===== src/rtl/dtf_pkg.sv =====
// dtf_pkg: shared types, constants and tables for the double to fixed decimal text block.
// No dependencies. Used by dtf_front, dtf_fifo, dtf_back and the top level.
`timescale 1ns / 1ps
package dtf_pkg;

  localparam int unsigned MaxPrecDefault = 18;
  localparam int unsigned PrecW          = 5;
  localparam int unsigned WholeW         = 31;
  localparam int unsigned MantW          = 53;
  localparam int unsigned ShW            = 11;
  localparam int unsigned PowW           = 60;
  localparam int unsigned FracW          = 61;
  localparam int unsigned NumPow         = 19;

  localparam logic [PrecW-1:0] PrecReset = 5'd6;

  localparam logic [7:0] CharZero  = 8'h30;
  localparam logic [7:0] CharDot   = 8'h2E;
  localparam logic [7:0] CharMinus = 8'h2D;
  localparam logic [7:0] CharNone  = 8'h00;

  // powers of ten, 10^0 .. 10^18
  localparam logic [PowW-1:0] Pow10 [NumPow] = '{
    60'd1,
    60'd10,
    60'd100,
    60'd1000,
    60'd10000,
    60'd100000,
    60'd1000000,
    60'd10000000,
    60'd100000000,
    60'd1000000000,
    60'd10000000000,
    60'd100000000000,
    60'd1000000000000,
    60'd10000000000000,
    60'd100000000000000,
    60'd1000000000000000,
    60'd10000000000000000,
    60'd100000000000000000,
    60'd1000000000000000000
  };

  // one classified word, front to back
  typedef struct packed {
    logic              neg;
    logic              err;
    logic [WholeW-1:0] whole;
    logic [MantW-1:0]  pm;    // fraction bits of the value, weight 2^-sh
    logic [ShW-1:0]    sh;
    logic [PrecW-1:0]  prec;
  } item_t;

  typedef struct packed {
    logic full;
    logic empty;
  } fifo_stat_t;

endpackage


===== src/rtl/dtf_front.sv =====
// dtf_front: precision register on the APB-style port and classification of each word.
// Depends on dtf_pkg.
`timescale 1ns / 1ps
module dtf_front import dtf_pkg::*; #(
  parameter int unsigned MaxPrec = MaxPrecDefault
) (
  input  logic        clk_i,
  input  logic        rst_ni,
  input  logic        start,
  input  logic [63:0] value_bits_i,
  input  logic        psel,
  input  logic        penable,
  input  logic        pwrite,
  input  logic [2:0]  paddr,
  input  logic [31:0] pwdata,
  output logic [31:0] prdata,
  input  fifo_stat_t  stat_i,
  output logic        push_o,
  output item_t       item_o
);

  logic [PrecW-1:0] prec_q;
  logic [10:0]      expo;
  logic [MantW-1:0] mant;
  logic [ShW-1:0]   sh;
  logic             big;
  logic [MantW-1:0] whole_full;

  always_ff @(posedge clk_i or negedge rst_ni) begin
    if (!rst_ni) begin
      prec_q <= PrecReset;
    end else if (psel && penable && pwrite && !paddr[2]) begin
      prec_q <= pwdata[PrecW-1:0];
    end
  end

  assign prdata = paddr[2] ? 32'd0 : {{(32-PrecW){1'b0}}, prec_q};

  always_comb begin
    expo       = value_bits_i[62:52];
    mant       = {expo != 11'd0, value_bits_i[51:0]};
    sh         = (expo == 11'd0) ? 11'd1074 : 11'd1075 - expo;
    big        = sh >= 11'd53;
    whole_full = mant >> sh[5:0];

    item_o.neg   = value_bits_i[63] && (value_bits_i[62:0] != 63'd0);
    item_o.err   = expo >= 11'd1054;  // NaN, infinity or magnitude of 2^31 and up
    item_o.whole = big ? '0 : whole_full[WholeW-1:0];
    item_o.pm    = big ? mant : (mant & ~({MantW{1'b1}} << sh[5:0]));
    item_o.sh    = sh;
    item_o.prec  = (prec_q > PrecW'(MaxPrec)) ? PrecW'(MaxPrec) : prec_q;
  end

  assign push_o = start && !stat_i.full;

endmodule


===== config.mk =====
export PLATFORM = sky130hd
export DESIGN_NAME = dtf_front
export DESIGN_NICKNAME = d
export VERILOG_FILES = /design/src/rtl/dtf_pkg.sv /design/src/rtl/dtf_front.sv
export SDC_FILE = /design/constraint.sdc
export NUM_CORES = 1
export LEC_CHECK = 0
export ABC_CLOCK_PERIOD_IN_PS = 6000
export BUFFER_PORTS_ARGS = -buffer_cell sky130_fd_sc_hd__buf_4
export CAP_MARGIN = 20
export CORE_ASPECT_RATIO = 0.8
export CORE_UTILIZATION = 47
export CTS_CLUSTER_DIAMETER = 30
export DETAILED_ROUTE_END_ITERATION = 6
export PLACE_DENSITY = 0.81
export REMOVE_ABC_BUFFERS = 1
export SYNTH_ARGS = -nofsm -noshare
export SYNTH_HDL_FRONTEND = slang
export SYNTH_SLANG_ARGS = --single-unit
export TNS_END_PERCENT = 5

===== constraint.sdc =====
create_clock -name clk_i -period 6 [get_ports clk_i]
set_clock_uncertainty 0.1 [all_clocks]
set_input_delay 1.5 -clock clk_i [delete_from_list [all_inputs] [get_ports clk_i]]
set_output_delay 1.5 -clock clk_i [all_outputs]
set_load 0.02 [all_outputs]

==> run_results.csv <==
group,metric,value,unit
outcome,status,"finished with violations",
outcome,violations,"setup timing",
worst_setup_path,cp-start-kind,"input pin",
synthesis,seq_area_frac_synth,2.08,%
final_layout,fin_area,0.00826,sq mm
sta,rsz0062_at_grt,"yes",
drt,drt_wl_total,33.5,mm
drt,drt_pass1_iterations,6,
worst_setup_path,critPathRequiredTime,4.40,ns
min_path,worstHoldPathCells,1,
global_routing,overflow,0,
final_layout,final_cell_mix,"buf_4 (292), nand2_1 (88), nor2_1 (79)",
power,p_leak,3.56,nW
synthesis,ys_ff_latch,5,
sta,setup_viol,1,
final_layout,regMostFlops,"prec_q",
clock_tree,cts_tree,"done",
worst_setup_path,critical_path_peak_fanout,5,
floorplan,dieHeight,104,microns
worst_setup_path,cp-end-kind,"primary output",
floorplan,core-area,0.0124,sq mm
sta,relSlewSlack,41.9,%
final_layout,reg.largest.list,"prec_q: 5 flops",
drt,wire_per_inst,25.9,microns
final_layout,mostFrequentLayoutCell,"buf_4",
placed_design,hpwl,25.1,mm
worst_setup_path,cp_slowest_cell,"a311oi_1",
drt,antenna_left,0,
power,power_density,121,mW/mm^2
clock_tree,clock_path_buffers,2,
synthesis,syn_inst,936,
sta,fmax,166,MHz
floorplan,die-width,130,microns
worst_setup_path,crit_path_frequent_cell,"buf_4",
clock_tree,cts-root-buf,"clkbuf_16",
clock_tree,htreeDepth,1,
drt,drt_iter0_markers,1561,
job,max-cap-violations,0,
final_layout,stdcell_count,1297,
global_routing,grt_max_degree,94,
placed_design,post_dp_cell_area,0.00808,sq mm
placed_design,port_buffers,184,
placed_design,placed_cells,1293,
global_routing,grt_pass1_wl,49.2,mm
floorplan,start_util,49.3,%
sta,slew_viol_final,0,
worst_setup_path,path_cells,"buf_4 > clkinv_1 > ha_2 > buf_4 > nor3b_1 > nand3_1 > a311oi_1 > o22ai_2 > o211a_1 > or4_1 > buf_4",
synthesis,yosys_warnings,0,
global_routing,grt_pass1_vias,8146,
power,ir_drop,0.000256,V
placed_design,gp_congestion,1.07,
clock_tree,clk_latency,0.22,ns
floorplan,dieArea,0.0135,sq mm
min_path,hold_class,"reg -> reg",
worst_setup_path,worstPathArrival,4.42,ns
drt,drc_errors,0,
worst_setup_path,crit_type,"in -> out",
worst_setup_path,slowest_delay,0.71,ns
final_layout,nFillCells,1125,
drt,vias,9209,
drt,vias_per_cell,7.10,
final_layout,drive_above_1_share,32.6,%
clock_tree,post_cts_buffers,0,
clock_tree,path_clk_slew,0.03,ns
sta,period_minus_slack,6.02,ns
synthesis,synth_edf_count,0,
final_layout,nets,1237,
global_routing,track_usage,47.8,%
synthesis,syn_area,0.00613,sq mm
placed_design,post-place-ws,0.0522,ns
synthesis,synth_top_flop_cell,"dfrtp_1",
sta,final_hold_viol_count,0,
sta,worst_slew_pin_slew,0.866,ns
clock_tree,cts.sinks,5,
sta,fin_crit_sh,100,%
clock_tree,postCtsHoldBufs,0,
global_routing,antenna_found_initial,1,
final_layout,largest_reg_flops,5,
worst_setup_path,r2r_cells,1,
synthesis,ys_async_sr_fraction,100,%
synthesis,synth.avg_cell_area,6.55,sq um
final_layout,antenna_cells,0,
final_layout,syn_to_final_growth,34.7,%
floorplan,row_count,36,
sta,fin_ws,-0.0168,ns
floorplan,num_io_pins,242,
synthesis,synth_cell_types,89,
clock_tree,cts_buffers,3,
-- cell families (layout without fill, tap and decap cells) --
logic type | after synthesis | after routing | synth area share, %
compound gates | 366 | 366 | 44.0
simple gates | 322 | 322 | 26.4
buf+inv | 153 | 317 | 12.1
mux | 81 | 81 | 14.0
xor+xnor | 5 | 5 | 0.714
flops | 5 | 5 | 2.08
fa+ha+maj | 3 | 3 | 0.612
other cells | 1 | 27 | 0.0612
-- final cells by class --
class | count | area [sq um] | share of cell area, %
clock buffers | 3 | 75.1 | 0.909
flip-flops and latches | 5 | 128 | 1.54
well taps | 171 | 214 | 2.59
repair buffers | 297 | 2290 | 27.7
inverters | 16 | 60.1 | 0.727
multi-input cells | 804 | 5490 | 66.4
clock inverters | 1 | 5.00 | 0.0606
-- synthesized netlist by cell type, drive strengths merged, types with 5 or more instances --
library cell,n,area [sq um]
o22a,7,61.3
mux2,18,203
a2111oi,5,50.0
nor2,80,300
a2bb2oi,10,87.6
o221a,5,56.3
clkbuf,69,260
or2,6,37.5
a211oi,15,113
o311ai,8,70.1
o221ai,16,140
buf,68,420
nand4,17,106
a221oi,5,50.0
nor4,22,144
a21o,6,45.0
inv,14,52.6
o31ai,14,143
a31oi,12,75.1
xnor2,5,43.8
nor2b,14,87.6
mux2i,61,611
a21oi,66,330
a22oi,6,45.0
nand3,27,135
o211ai,14,105
a311oi,10,87.6
a211o,6,52.6
o21a,24,180
o211a,8,80.1
a311o,5,50.1
and2,10,62.6
or4,7,56.3
o32ai,8,70.1
o22ai,19,125
or3,7,43.8
a21boi,24,180
nand2,88,330
nor3,18,106
nand2b,10,62.6
o21ai,45,225
-- metrics by stage --
step           setup TNS (ns)  utilization, %  power, mW  hold slack (ns)
4_1_cts                     0            65.7      0.959            0.429
6_report              -0.0168            66.5       1.00            0.428
2_1_floorplan          -83.57               -      0.464            0.386
3_5_place_dp                0            65.0      0.843            0.412
3_3_place_gp                0            65.0      0.842            0.404
5_1_grt                -0.403            66.5       1.04            0.466
-- power by group --
part           switching (mW)  internal [mW]
registers             0.00972         0.0437
logic                   0.521          0.319
clock network          0.0210         0.0870
total                   0.551          0.450
-- layer usage --
layer | up-vias | track usage (%) | wire length [microns]
li1 | 3941 | - | -
met1 | 4232 | 66.5 | 13000
met2 | 880 | 65.7 | 13100
met3 | 156 | 14.4 | 5340
met4 | 0 | 22.8 | 2060
met5 | - | 0 | 0
-- final timing paths --
check | start | slack, ns | endpoint
max | value_bits_i[54] | -0.02 | item_o[70]
min | prec_q[0] | 0.43 | prec_q[0]
max reg2reg | prec_q[4] | 5.04 | prec_q[4]
min reg2reg | prec_q[0] | 0.43 | prec_q[0]
max in group asynchronous | rst_ni | 4.63 | prec_q[2]
min in group asynchronous | rst_ni | 0.97 | prec_q[0]
-- worst max-delay path: cells and delay by family --
family	cells	cell delay (ns)
AND/OR/NAND/NOR	3	0.89
buffers and inverters	4	0.53
AO/OA/AOI/OAI	3	1.27
adder cells (fa/ha/maj)	1	0.22
-- timing repair --
| action | 4_1_cts | 5_1_grt |
|---|---|---|
| endpoints found under the setup margin | 1 | 20 |
| pin swaps | 0 | 4 |
| gates resized for setup | 1 | 18 |
No activity file was read; power rests on OpenSTA's default activity.
