[src/rtl/dtf_pkg.sv]
// dtf_pkg: shared types, constants and tables for the double to fixed decimal text block.
// No dependencies. Used by dtf_front, dtf_fifo, dtf_back and the top level.
`timescale 1ns / 1ps
package dtf_pkg;

  localparam int unsigned MaxPrecDefault = 18;
  localparam int unsigned PrecW          = 5;
  localparam int unsigned WholeW         = 31;
  localparam int unsigned MantW          = 53;
  localparam int unsigned ShW            = 11;
  localparam int unsigned PowW           = 60;
  localparam int unsigned FracW          = 61;
  localparam int unsigned NumPow         = 19;

  localparam logic [PrecW-1:0] PrecReset = 5'd6;

  localparam logic [7:0] CharZero  = 8'h30;
  localparam logic [7:0] CharDot   = 8'h2E;
  localparam logic [7:0] CharMinus = 8'h2D;
  localparam logic [7:0] CharNone  = 8'h00;

  // powers of ten, 10^0 .. 10^18
  localparam logic [PowW-1:0] Pow10 [NumPow] = '{
    60'd1,
    60'd10,
    60'd100,
    60'd1000,
    60'd10000,
    60'd100000,
    60'd1000000,
    60'd10000000,
    60'd100000000,
    60'd1000000000,
    60'd10000000000,
    60'd100000000000,
    60'd1000000000000,
    60'd10000000000000,
    60'd100000000000000,
    60'd1000000000000000,
    60'd10000000000000000,
    60'd100000000000000000,
    60'd1000000000000000000
  };

  // one classified word, front to back
  typedef struct packed {
    logic              neg;
    logic              err;
    logic [WholeW-1:0] whole;
    logic [MantW-1:0]  pm;    // fraction bits of the value, weight 2^-sh
    logic [ShW-1:0]    sh;
    logic [PrecW-1:0]  prec;
  } item_t;

  typedef struct packed {
    logic full;
    logic empty;
  } fifo_stat_t;

endpackage

[src/rtl/dtf_fifo.sv]
// dtf_fifo: two-entry queue of classified words between front and back.
// Depends on dtf_pkg.
`timescale 1ns / 1ps
module dtf_fifo import dtf_pkg::*; (
  input  logic       clk_i,
  input  logic       rst_ni,
  input  logic       push_i,
  input  item_t      item_i,
  input  logic       pop_i,
  output item_t      item_o,
  output fifo_stat_t stat_o
);

  item_t      mem_q [2];
  logic       wr_q;
  logic       rd_q;
  logic [1:0] cnt_q;

  always_ff @(posedge clk_i or negedge rst_ni) begin
    if (!rst_ni) begin
      wr_q  <= 1'b0;
      rd_q  <= 1'b0;
      cnt_q <= 2'd0;
    end else begin
      if (push_i) wr_q <= ~wr_q;
      if (pop_i) rd_q <= ~rd_q;
      cnt_q <= cnt_q + {1'b0, push_i} - {1'b0, pop_i};
    end
  end

  always_ff @(posedge clk_i) begin
    if (push_i) mem_q[wr_q] <= item_i;
  end

  assign item_o       = mem_q[rd_q];
  assign stat_o.full  = cnt_q == 2'd2;
  assign stat_o.empty = cnt_q == 2'd0;

endmodule

[config.mk]
export PLATFORM = sky130hd
export DESIGN_NAME = dtf_fifo
export DESIGN_NICKNAME = d
export VERILOG_FILES = /design/src/rtl/dtf_pkg.sv /design/src/rtl/dtf_fifo.sv
export SDC_FILE = /design/constraint.sdc
export NUM_CORES = 1
export LEC_CHECK = 0
export BUFFER_PORTS_ARGS = -buffer_cell sky130_fd_sc_hd__buf_2
export CAP_MARGIN = 25
export CORE_MARGIN = 3
export CORE_UTILIZATION = 56
export CTS_CLUSTER_DIAMETER = 50
export DETAILED_ROUTE_END_ITERATION = 7
export GPL_TIMING_DRIVEN = 0
export PLACE_DENSITY = 0.93
export SLEW_MARGIN = 25
export SYNTH_ARGS = -nofsm -noshare
export SYNTH_HDL_FRONTEND = slang
export SYNTH_SLANG_ARGS = --single-unit
[constraint.sdc]
create_clock -name clk_i -period 8.85 [get_ports clk_i]
set_clock_uncertainty 0.1 [all_clocks]
set_input_delay 0 -clock clk_i [delete_from_list [all_inputs] [get_ports clk_i]]
set_output_delay 0 -clock clk_i [all_outputs]
set_load 0.01 [all_outputs]
==> flow_results.xml, run 1 <==
<?xml version="1.0" encoding="UTF-8"?>
<metrics>
  <group name="outcome">
    <metric name="run_status" unit="">finished clean</metric>
  </group>
  <group name="worst_hold_path">
    <metric name="hold_path.class" unit="">primary input to flop</metric>
    <metric name="hold_wc_startpoint" unit="">item_i[22]</metric>
  </group>
  <group name="clock_tree">
    <metric name="clockBufferDepth" unit="">3</metric>
    <metric name="cts.root.buffer_cell" unit="">clkbuf_16</metric>
    <metric name="htree_levels" unit="">1</metric>
    <metric name="cts_repair_resize_count" unit="">0</metric>
    <metric name="cts.sinks" unit="">208</metric>
    <metric name="clkLatencyLatePin" unit="ns">0.48</metric>
    <metric name="numCtsBuffers" unit="">20</metric>
    <metric name="cts.clk_slew.worst_paths" unit="ns">0.07</metric>
    <metric name="cts_tree" unit="">done</metric>
  </group>
  <group name="synthesis">
    <metric name="synthDominantAreaCellType" unit="">edfxtp_1</metric>
    <metric name="ys_top_cells_by_area" unit="">edfxtp_1 (81%), mux2_2 (15%), dfrtp_1 (1.3%)</metric>
    <metric name="avgSynthCellArea" unit="um^2">22.8</metric>
    <metric name="synth_edf_count" unit="">204</metric>
    <metric name="ys_ff_latch" unit="">208</metric>
    <metric name="synthArstFlopShare" unit="%">1.92</metric>
    <metric name="synthDominantCellAreaShare" unit="%">80.9</metric>
    <metric name="yosysWarningCount" unit="">0</metric>
    <metric name="synthesis.nets" unit="">440</metric>
    <metric name="yosysSeqAreaShare" unit="%">82.2</metric>
    <metric name="synthTopCellsByCount" unit="">edfxtp_1 (204), mux2_2 (102), buf_6 (7), dfrtp_1 (4), buf_2 (3)</metric>
    <metric name="yosys_most_used_dff" unit="">edfxtp_1</metric>
    <metric name="count_of_distinct_cell_types_in_the_synthesized_netlist" unit="">13</metric>
    <metric name="post_synth_inst_count" unit="">332</metric>
    <metric name="total_standard_cell_area_after_synthesis" unit="um^2">7570</metric>
    <metric name="yosysMostFrequentCell" unit="">edfxtp_1</metric>
  </group>
  <group name="global_route">
    <metric name="global_route_wire_length_before_repair" unit="um">27200</metric>
    <metric name="grt_pass1_vias" unit="">4980</metric>
    <metric name="gr-usage-all-layers" unit="%">24.3</metric>
    <metric name="global_route.overflow_total" unit="">0</metric>
    <metric name="grt_max_degree" unit="">46</metric>
    <metric name="grt_antenna_before_repair" unit="">0</metric>
  </group>
  <group name="floorplanning">
    <metric name="core_area" unit="um^2">12900</metric>
    <metric name="floorplan.die_area" unit="um^2">15000</metric>
    <metric name="floorplan.initialDensity" unit="%">58.6</metric>
    <metric name="floorplan.die.height" unit="um">122</metric>
    <metric name="floorplan.die.width" unit="um">122</metric>
    <metric name="num_io_pins" unit="">210</metric>
    <metric name="row_count" unit="">41</metric>
  </group>
  <group name="setup_path">
    <metric name="cp_max_fo" unit="">10</metric>
    <metric name="reg2reg_setup_slack" unit="ns">7.10</metric>
    <metric name="timing.critical_path.from_type" unit="">flop</metric>
    <metric name="crit_arrival" unit="ns">1.82</metric>
    <metric name="slowest_stage" unit="">dfrtp_1</metric>
    <metric name="timing.critical_path.cells" unit="">buf_4, buf_6, mux2_2, buf_2</metric>
    <metric name="critical-path-max-stage-delay" unit="ns">0.38</metric>
    <metric name="worst_setup_path_end_kind" unit="">output pin</metric>
    <metric name="critical_register_to_register_path_startpoint" unit="">wr_q</metric>
    <metric name="startpoint" unit="">rd_q</metric>
    <metric name="critical_path.top_delay_family" unit="">buffers and inverters</metric>
    <metric name="critPathKind" unit="">flop to output pin</metric>
    <metric name="crit_required" unit="ns">8.75</metric>
    <metric name="crit_buf_inv" unit="">3</metric>
  </group>
  <group name="routing">
    <metric name="drtPass1Iterations" unit="">4</metric>
    <metric name="drt_iter0_drc" unit="">288</metric>
    <metric name="postRouteWirelength" unit="um">18400</metric>
    <metric name="viasPerCell" unit="">5.23</metric>
    <metric name="post-route-drc-count" unit="">0</metric>
    <metric name="post_drt_wl_per_cell" unit="um">21.3</metric>
    <metric name="antenna_left" unit="">0</metric>
    <metric name="detailroute.via_count" unit="">4504</metric>
  </group>
  <group name="run">
    <metric name="max_cap_viol_count" unit="">0</metric>
  </group>
  <group name="finish">
    <metric name="layout.nets" unit="">783</metric>
    <metric name="area.growth.synth_to_final" unit="%">40.9</metric>
    <metric name="fillers" unit="">609</metric>
    <metric name="fin_area" unit="um^2">10700</metric>
    <metric name="insertedDiodeCount" unit="">0</metric>
    <metric name="drive_gt1_share" unit="%">52.0</metric>
  </group>
  <group name="power_and_ir_drop">
    <metric name="seq_power_share" unit="%">43.1</metric>
    <metric name="totalPowerFinal" unit="W">0.00316</metric>
    <metric name="p_int" unit="W">0.00225</metric>
    <metric name="p_sw" unit="W">0.000914</metric>
    <metric name="clock_power_share" unit="%">25.5</metric>
    <metric name="max-vdd-ir-drop" unit="V">0.000260</metric>
    <metric name="p_comb_share" unit="%">31.4</metric>
    <metric name="sw_frac_of_total" unit="%">28.9</metric>
    <metric name="static-leakage-power" unit="nW">4.12</metric>
    <metric name="power-per-cell-area" unit="nW/um^2">296</metric>
  </group>
  <group name="timing">
    <metric name="tns" unit="ns">0</metric>
    <metric name="max_clock_freq" unit="MHz">522</metric>
    <metric name="layout_setup_ws" unit="ns">6.93</metric>
    <metric name="final.hold.worst_slack" unit="ns">0.140</metric>
    <metric name="final-max-slew-violation-count" unit="">0</metric>
    <metric name="worstMarginPinSlew" unit="ns">0.522</metric>
    <metric name="timing.final.hold_violations" unit="">0</metric>
    <metric name="layout_min_cycle_time" unit="ns">1.92</metric>
    <metric name="report.final.setup_viol" unit="">0</metric>
    <metric name="worst_slew_margin_rel" unit="%">65.1</metric>
    <metric name="period_share" unit="%">21.7</metric>
    <metric name="unrepaired_setup_endpoints_after_global_routing" unit="">false</metric>
  </group>
  <group name="placement">
    <metric name="dp_worst_setup_slack" unit="ns">7.11</metric>
    <metric name="quantity_of_i_o_buffers_inserted_on_ports" unit="">209</metric>
    <metric name="place.detailed.hpwl" unit="um">10200</metric>
    <metric name="postPlaceCellArea" unit="um^2">8990</metric>
    <metric name="gp_routability_congestion" unit="">0.718</metric>
  </group>
</metrics>
final timing paths:
path / endpoint / cells after the start
worst min-delay path: mem_q[0][22] / 2
worst max-delay path: item_o[72] / 4
min in group asynchronous: cnt_q[0] / 3
max in group asynchronous: cnt_q[1] / 3
worst min register to register: wr_q / 1
worst max register to register: mem_q[0][53] / 3
timing repair:
| action | CTS | global route |
|---|---|---|
| endpoints found under the hold margin | 219 | 0 |
| hold buffers | 106 | 0 |
| buffers inserted | 0 | 0 |
| setup endpoints to repair | 0 | 0 |
layout make-up:
type	count	area (um^2)	area share, %
multi-input combinational	111	1250	11.7
sequential	208	6230	58.3
clock inverter	13	85.1	0.797
inverter	2	7.51	0.0703
tap	172	215	2.02
timing repair buffer	321	2260	21.1
clock buffer	23	533	4.99
buffer	11	101	0.950
cell usage in the layout, fill, tap and decap left out, drive strengths merged:
| cell | instances |
|---|---|
| dfrtp | 4 |
| clkbuf | 23 |
| ha | 2 |
| mux2 | 102 |
| inv | 2 |
| clkinv | 11 |
| clkinvlp | 1 |
| buf | 226 |
| and2 | 1 |
| xor2 | 2 |
| xor3 | 1 |
| nor2b | 2 |
| bufinv | 1 |
| dlygate4sd3 | 106 |
| nor2 | 1 |
| edfxtp | 204 |
cells by family after synthesis:
kind of cell | synth area share, %
flip-flops | 82.2
multiplexers | 15.2
buffers and inverters | 1.44
AND/OR/NAND/NOR | 0.297
XOR/XNOR | 0.545
adder cells (fa/ha/maj) | 0.330
layer usage:
metal	wire length (um)	track usage [%]	vias up
li1	-	-	2013
met1	6680	27.5	2223
met2	9900	45.4	228
met3	1320	6.31	40
met4	461	6.79	0
met5	0	0	-
power groups by stage:
stage	sequential, W	clock (W)	combinational, W
floorplan	0.00138	0	0.000566
global route	0.00138	0.000859	0.00105
global placement	0.00140	0	0.000858
finish	0.00136	0.000806	0.000993
CTS	0.00136	0.000804	0.000980
detailed placement	0.00137	0	0.000932
per-stage QoR:
| stage | util, % | instances |
|---|---|---|
| final | 82.6 | 861 |
| after global routing | 82.6 | 861 |
| after CTS | 82.6 | 861 |
| after detailed placement | 69.6 | 719 |
| after global placement | 68.3 | 713 |
| after floorplan | - | 332 |
state kept, by name, indices dropped and copies added (netlist names):
register,count
cnt_q,2
mem_q,204
wr_q,1
rd_q,1
No activity file was read; power rests on OpenSTA's default activity.
==> inputs of run 2 (changes only) <==
--- a/config.mk
+++ b/config.mk
@@ -8,11 +8,11 @@
 export BUFFER_PORTS_ARGS = -buffer_cell sky130_fd_sc_hd__buf_2
 export CAP_MARGIN = 25
 export CORE_MARGIN = 3
-export CORE_UTILIZATION = 56
+export CORE_UTILIZATION = 47
 export CTS_CLUSTER_DIAMETER = 50
 export DETAILED_ROUTE_END_ITERATION = 7
 export GPL_TIMING_DRIVEN = 0
-export PLACE_DENSITY = 0.93
+export PLACE_DENSITY = 0.84
 export SLEW_MARGIN = 25
 export SYNTH_ARGS = -nofsm -noshare
 export SYNTH_HDL_FRONTEND = slang
==> constraint.sdc (replaced) <==
create_clock -name clk_i -period 1.6 [get_ports clk_i]
set_clock_uncertainty 0.1 [all_clocks]
set_input_delay 0 -clock clk_i [delete_from_list [all_inputs] [get_ports clk_i]]
set_output_delay 0 -clock clk_i [all_outputs]
set_load 0.01 [all_outputs]
==> run 2 against run 1 <==
Compared with the run above:
- the flow now finishes with violations (negative setup slack)
- sequential power grew to 5.5 times the previous value
- wire length shrank 9.8%
- clock power grew to 5.8 times the previous value
- flip-flop and latch count is the same
- final cell count grew 6.3%
- sequential share of layout area shrank 1.3 points
- first-iteration DRC count shrank 34%
- count of clock-buffer cells in the layout grew 5
- worst hold slack lost 0.0098 ns
- die area grew 18%
- critical endpoint is now item_o[55]
- largest cell class unchanged
- largest power group unchanged
==> flow_results.xml, run 2 (synthesis gave the netlist of run 1 again) <==
<?xml version="1.0" encoding="UTF-8"?>
<metrics>
  <group name="routing">
    <metric name="post_drt_wl_per_cell" unit="um">18.1</metric>
    <metric name="post-route-drc-count" unit="">0</metric>
    <metric name="antenna_left" unit="">0</metric>
    <metric name="detailroute.via_count" unit="">4461</metric>
    <metric name="postRouteWirelength" unit="um">16600</metric>
    <metric name="drtPass1Iterations" unit="">4</metric>
    <metric name="drt_iter0_drc" unit="">190</metric>
    <metric name="viasPerCell" unit="">4.88</metric>
  </group>
  <group name="finish">
    <metric name="area.growth.synth_to_final" unit="%">44.3</metric>
    <metric name="drive_gt1_share" unit="%">53.3</metric>
    <metric name="largest_register_ff_count" unit="">204</metric>
    <metric name="layout.nets" unit="">797</metric>
    <metric name="top_regs" unit="">mem_q: 204 flops, cnt_q: 2 flops</metric>
    <metric name="max_flop_register" unit="">mem_q</metric>
    <metric name="insertedDiodeCount" unit="">0</metric>
    <metric name="layout.cells.most_common" unit="">buf_2</metric>
    <metric name="fin_area" unit="um^2">10900</metric>
    <metric name="most-common-layout-cells" unit="">buf_2 (207), edfxtp_1 (204), dlygate4sd3_1 (106)</metric>
  </group>
  <group name="global_route">
    <metric name="grt_pass1_vias" unit="">4972</metric>
    <metric name="global_route_wire_length_before_repair" unit="um">25800</metric>
    <metric name="grt_antenna_before_repair" unit="">0</metric>
    <metric name="gr-usage-all-layers" unit="%">18.4</metric>
    <metric name="grt_max_degree" unit="">53</metric>
    <metric name="global_route.overflow_total" unit="">0</metric>
  </group>
  <group name="clock_tree">
    <metric name="clkLatencyLatePin" unit="ns">0.49</metric>
    <metric name="cts.root.buffer_cell" unit="">clkbuf_16</metric>
    <metric name="cts_tree" unit="">done</metric>
    <metric name="cts.clk_slew.worst_paths" unit="ns">0.06</metric>
    <metric name="htree_levels" unit="">1</metric>
    <metric name="numCtsBuffers" unit="">23</metric>
    <metric name="cts.sinks" unit="">208</metric>
    <metric name="clockBufferDepth" unit="">3</metric>
  </group>
  <group name="setup_path">
    <metric name="critPathKind" unit="">flop to output pin</metric>
    <metric name="timing.critical_path.cells" unit="">buf_12, buf_6, mux2_2, buf_2</metric>
    <metric name="crit_arrival" unit="ns">1.71</metric>
    <metric name="worst_setup_path_end_kind" unit="">output pin</metric>
    <metric name="slowest_stage" unit="">dfrtp_2</metric>
    <metric name="crit_required" unit="ns">1.50</metric>
    <metric name="timing.critical_path.from_type" unit="">flop</metric>
    <metric name="critical-path-max-stage-delay" unit="ns">0.40</metric>
    <metric name="cp_max_fo" unit="">10</metric>
  </group>
  <group name="outcome">
    <metric name="violations_in_the_final_reports" unit="">negative setup slack</metric>
    <metric name="run_status" unit="">complete, but fails checks</metric>
  </group>
  <group name="timing">
    <metric name="timing.final.hold_violations" unit="">0</metric>
    <metric name="report.final.setup_viol" unit="">102</metric>
    <metric name="final.hold.worst_slack" unit="ns">0.131</metric>
    <metric name="layout_setup_ws" unit="ns">-0.213</metric>
    <metric name="unrepaired_setup_endpoints_after_global_routing" unit="">true</metric>
    <metric name="tns" unit="ns">-17.90</metric>
    <metric name="layout_min_cycle_time" unit="ns">1.81</metric>
    <metric name="worstMarginPinSlew" unit="ns">0.641</metric>
    <metric name="max_clock_freq" unit="MHz">552</metric>
    <metric name="period_share" unit="%">113</metric>
    <metric name="final-max-slew-violation-count" unit="">0</metric>
    <metric name="worst_slew_margin_rel" unit="%">57.3</metric>
  </group>
  <group name="power_and_ir_drop">
    <metric name="static-leakage-power" unit="nW">4.23</metric>
    <metric name="max-vdd-ir-drop" unit="V">0.00132</metric>
    <metric name="power-per-cell-area" unit="nW/um^2">1640</metric>
  </group>
  <group name="run">
    <metric name="max_cap_viol_count" unit="">0</metric>
  </group>
  <group name="floorplanning">
    <metric name="floorplan.initialDensity" unit="%">48.9</metric>
    <metric name="num_io_pins" unit="">210</metric>
    <metric name="floorplan.die.height" unit="um">133</metric>
    <metric name="core_area" unit="um^2">15500</metric>
    <metric name="floorplan.die_area" unit="um^2">17700</metric>
    <metric name="row_count" unit="">45</metric>
    <metric name="floorplan.die.width" unit="um">133</metric>
  </group>
  <group name="placement">
    <metric name="quantity_of_i_o_buffers_inserted_on_ports" unit="">209</metric>
    <metric name="gp_routability_congestion" unit="">0.708</metric>
    <metric name="place.detailed.hpwl" unit="um">9840</metric>
    <metric name="postPlaceCellArea" unit="um^2">9060</metric>
  </group>
  <group name="worst_hold_path">
    <metric name="hold_path.class" unit="">primary input to flop</metric>
  </group>
</metrics>
run 2: where the power goes:
group          internal, W  leakage [nW]  switching, W
sequential         0.00723          1.96      0.000278
combinational      0.00294          1.93       0.00280
clock              0.00269         0.338       0.00195
run 2: cell type report:
cell class | count | area (um^2)
plain buffers | 11 | 154
clock buffers | 28 | 604
clock inverters | 12 | 72.6
fillers | 936 | 4550
inverters | 2 | 7.51
multi-input cells | 113 | 1260
flip-flops and latches | 208 | 6230
well taps | 211 | 264
repair buffers | 330 | 2340
run 2: repair_timing:
| action | 4_1_cts | 5_1_grt |
|---|---|---|
| pin swaps | 1 | 0 |
| cloned | 2 | 0 |
| resized for setup | 14 | 6 |
| endpoints found under the setup margin | 213 | 119 |
| hold buffers | 106 | 0 |
| hold endpoints to repair | 212 | 0 |
| buffers inserted | 4 | 6 |
run 2: path summary, 6_finish.rpt:
path                                  from            to  slack [ns]  cells after the start
min in group asynchronous           rst_ni      cnt_q[1]        0.34                      3
worst min-delay path            item_i[16]  mem_q[1][16]        0.13                      2
worst min register to register        wr_q          wr_q        0.56                      2
worst max register to register        wr_q  mem_q[0][78]        0.11                      4
max in group asynchronous           rst_ni          wr_q        0.85                      3
worst max-delay path                  rd_q    item_o[55]       -0.21                      4
run 2: stage by stage:
stage	setup slack, ns	cells	power, W	util (%)
global route	-0.288	915	0.0187	70.6
finish	-0.213	915	0.0179	70.6
detailed placement	-0.313	758	0.0128	58.5
global placement	-1.55	752	0.0124	57.4
CTS	-0.250	909	0.0179	70.2
floorplan	-0.860	332	0.0107	-
run 2: critical path, delay by kind of cell (launching register included):
kind     cells  cell delay (ns)
flops        1             0.40
buf+inv      3             0.47
mux          1             0.35
run 2: routing by layer:
layer  track usage, %  vias to the layer above  share of wire (%)
met5                0                        -                  0
met4             5.31                        0                2.6
met3             4.71                       37                6.1
met2             33.8                      172                 54
met1             21.1                     2207                 38
li1                 -                     2045                  -
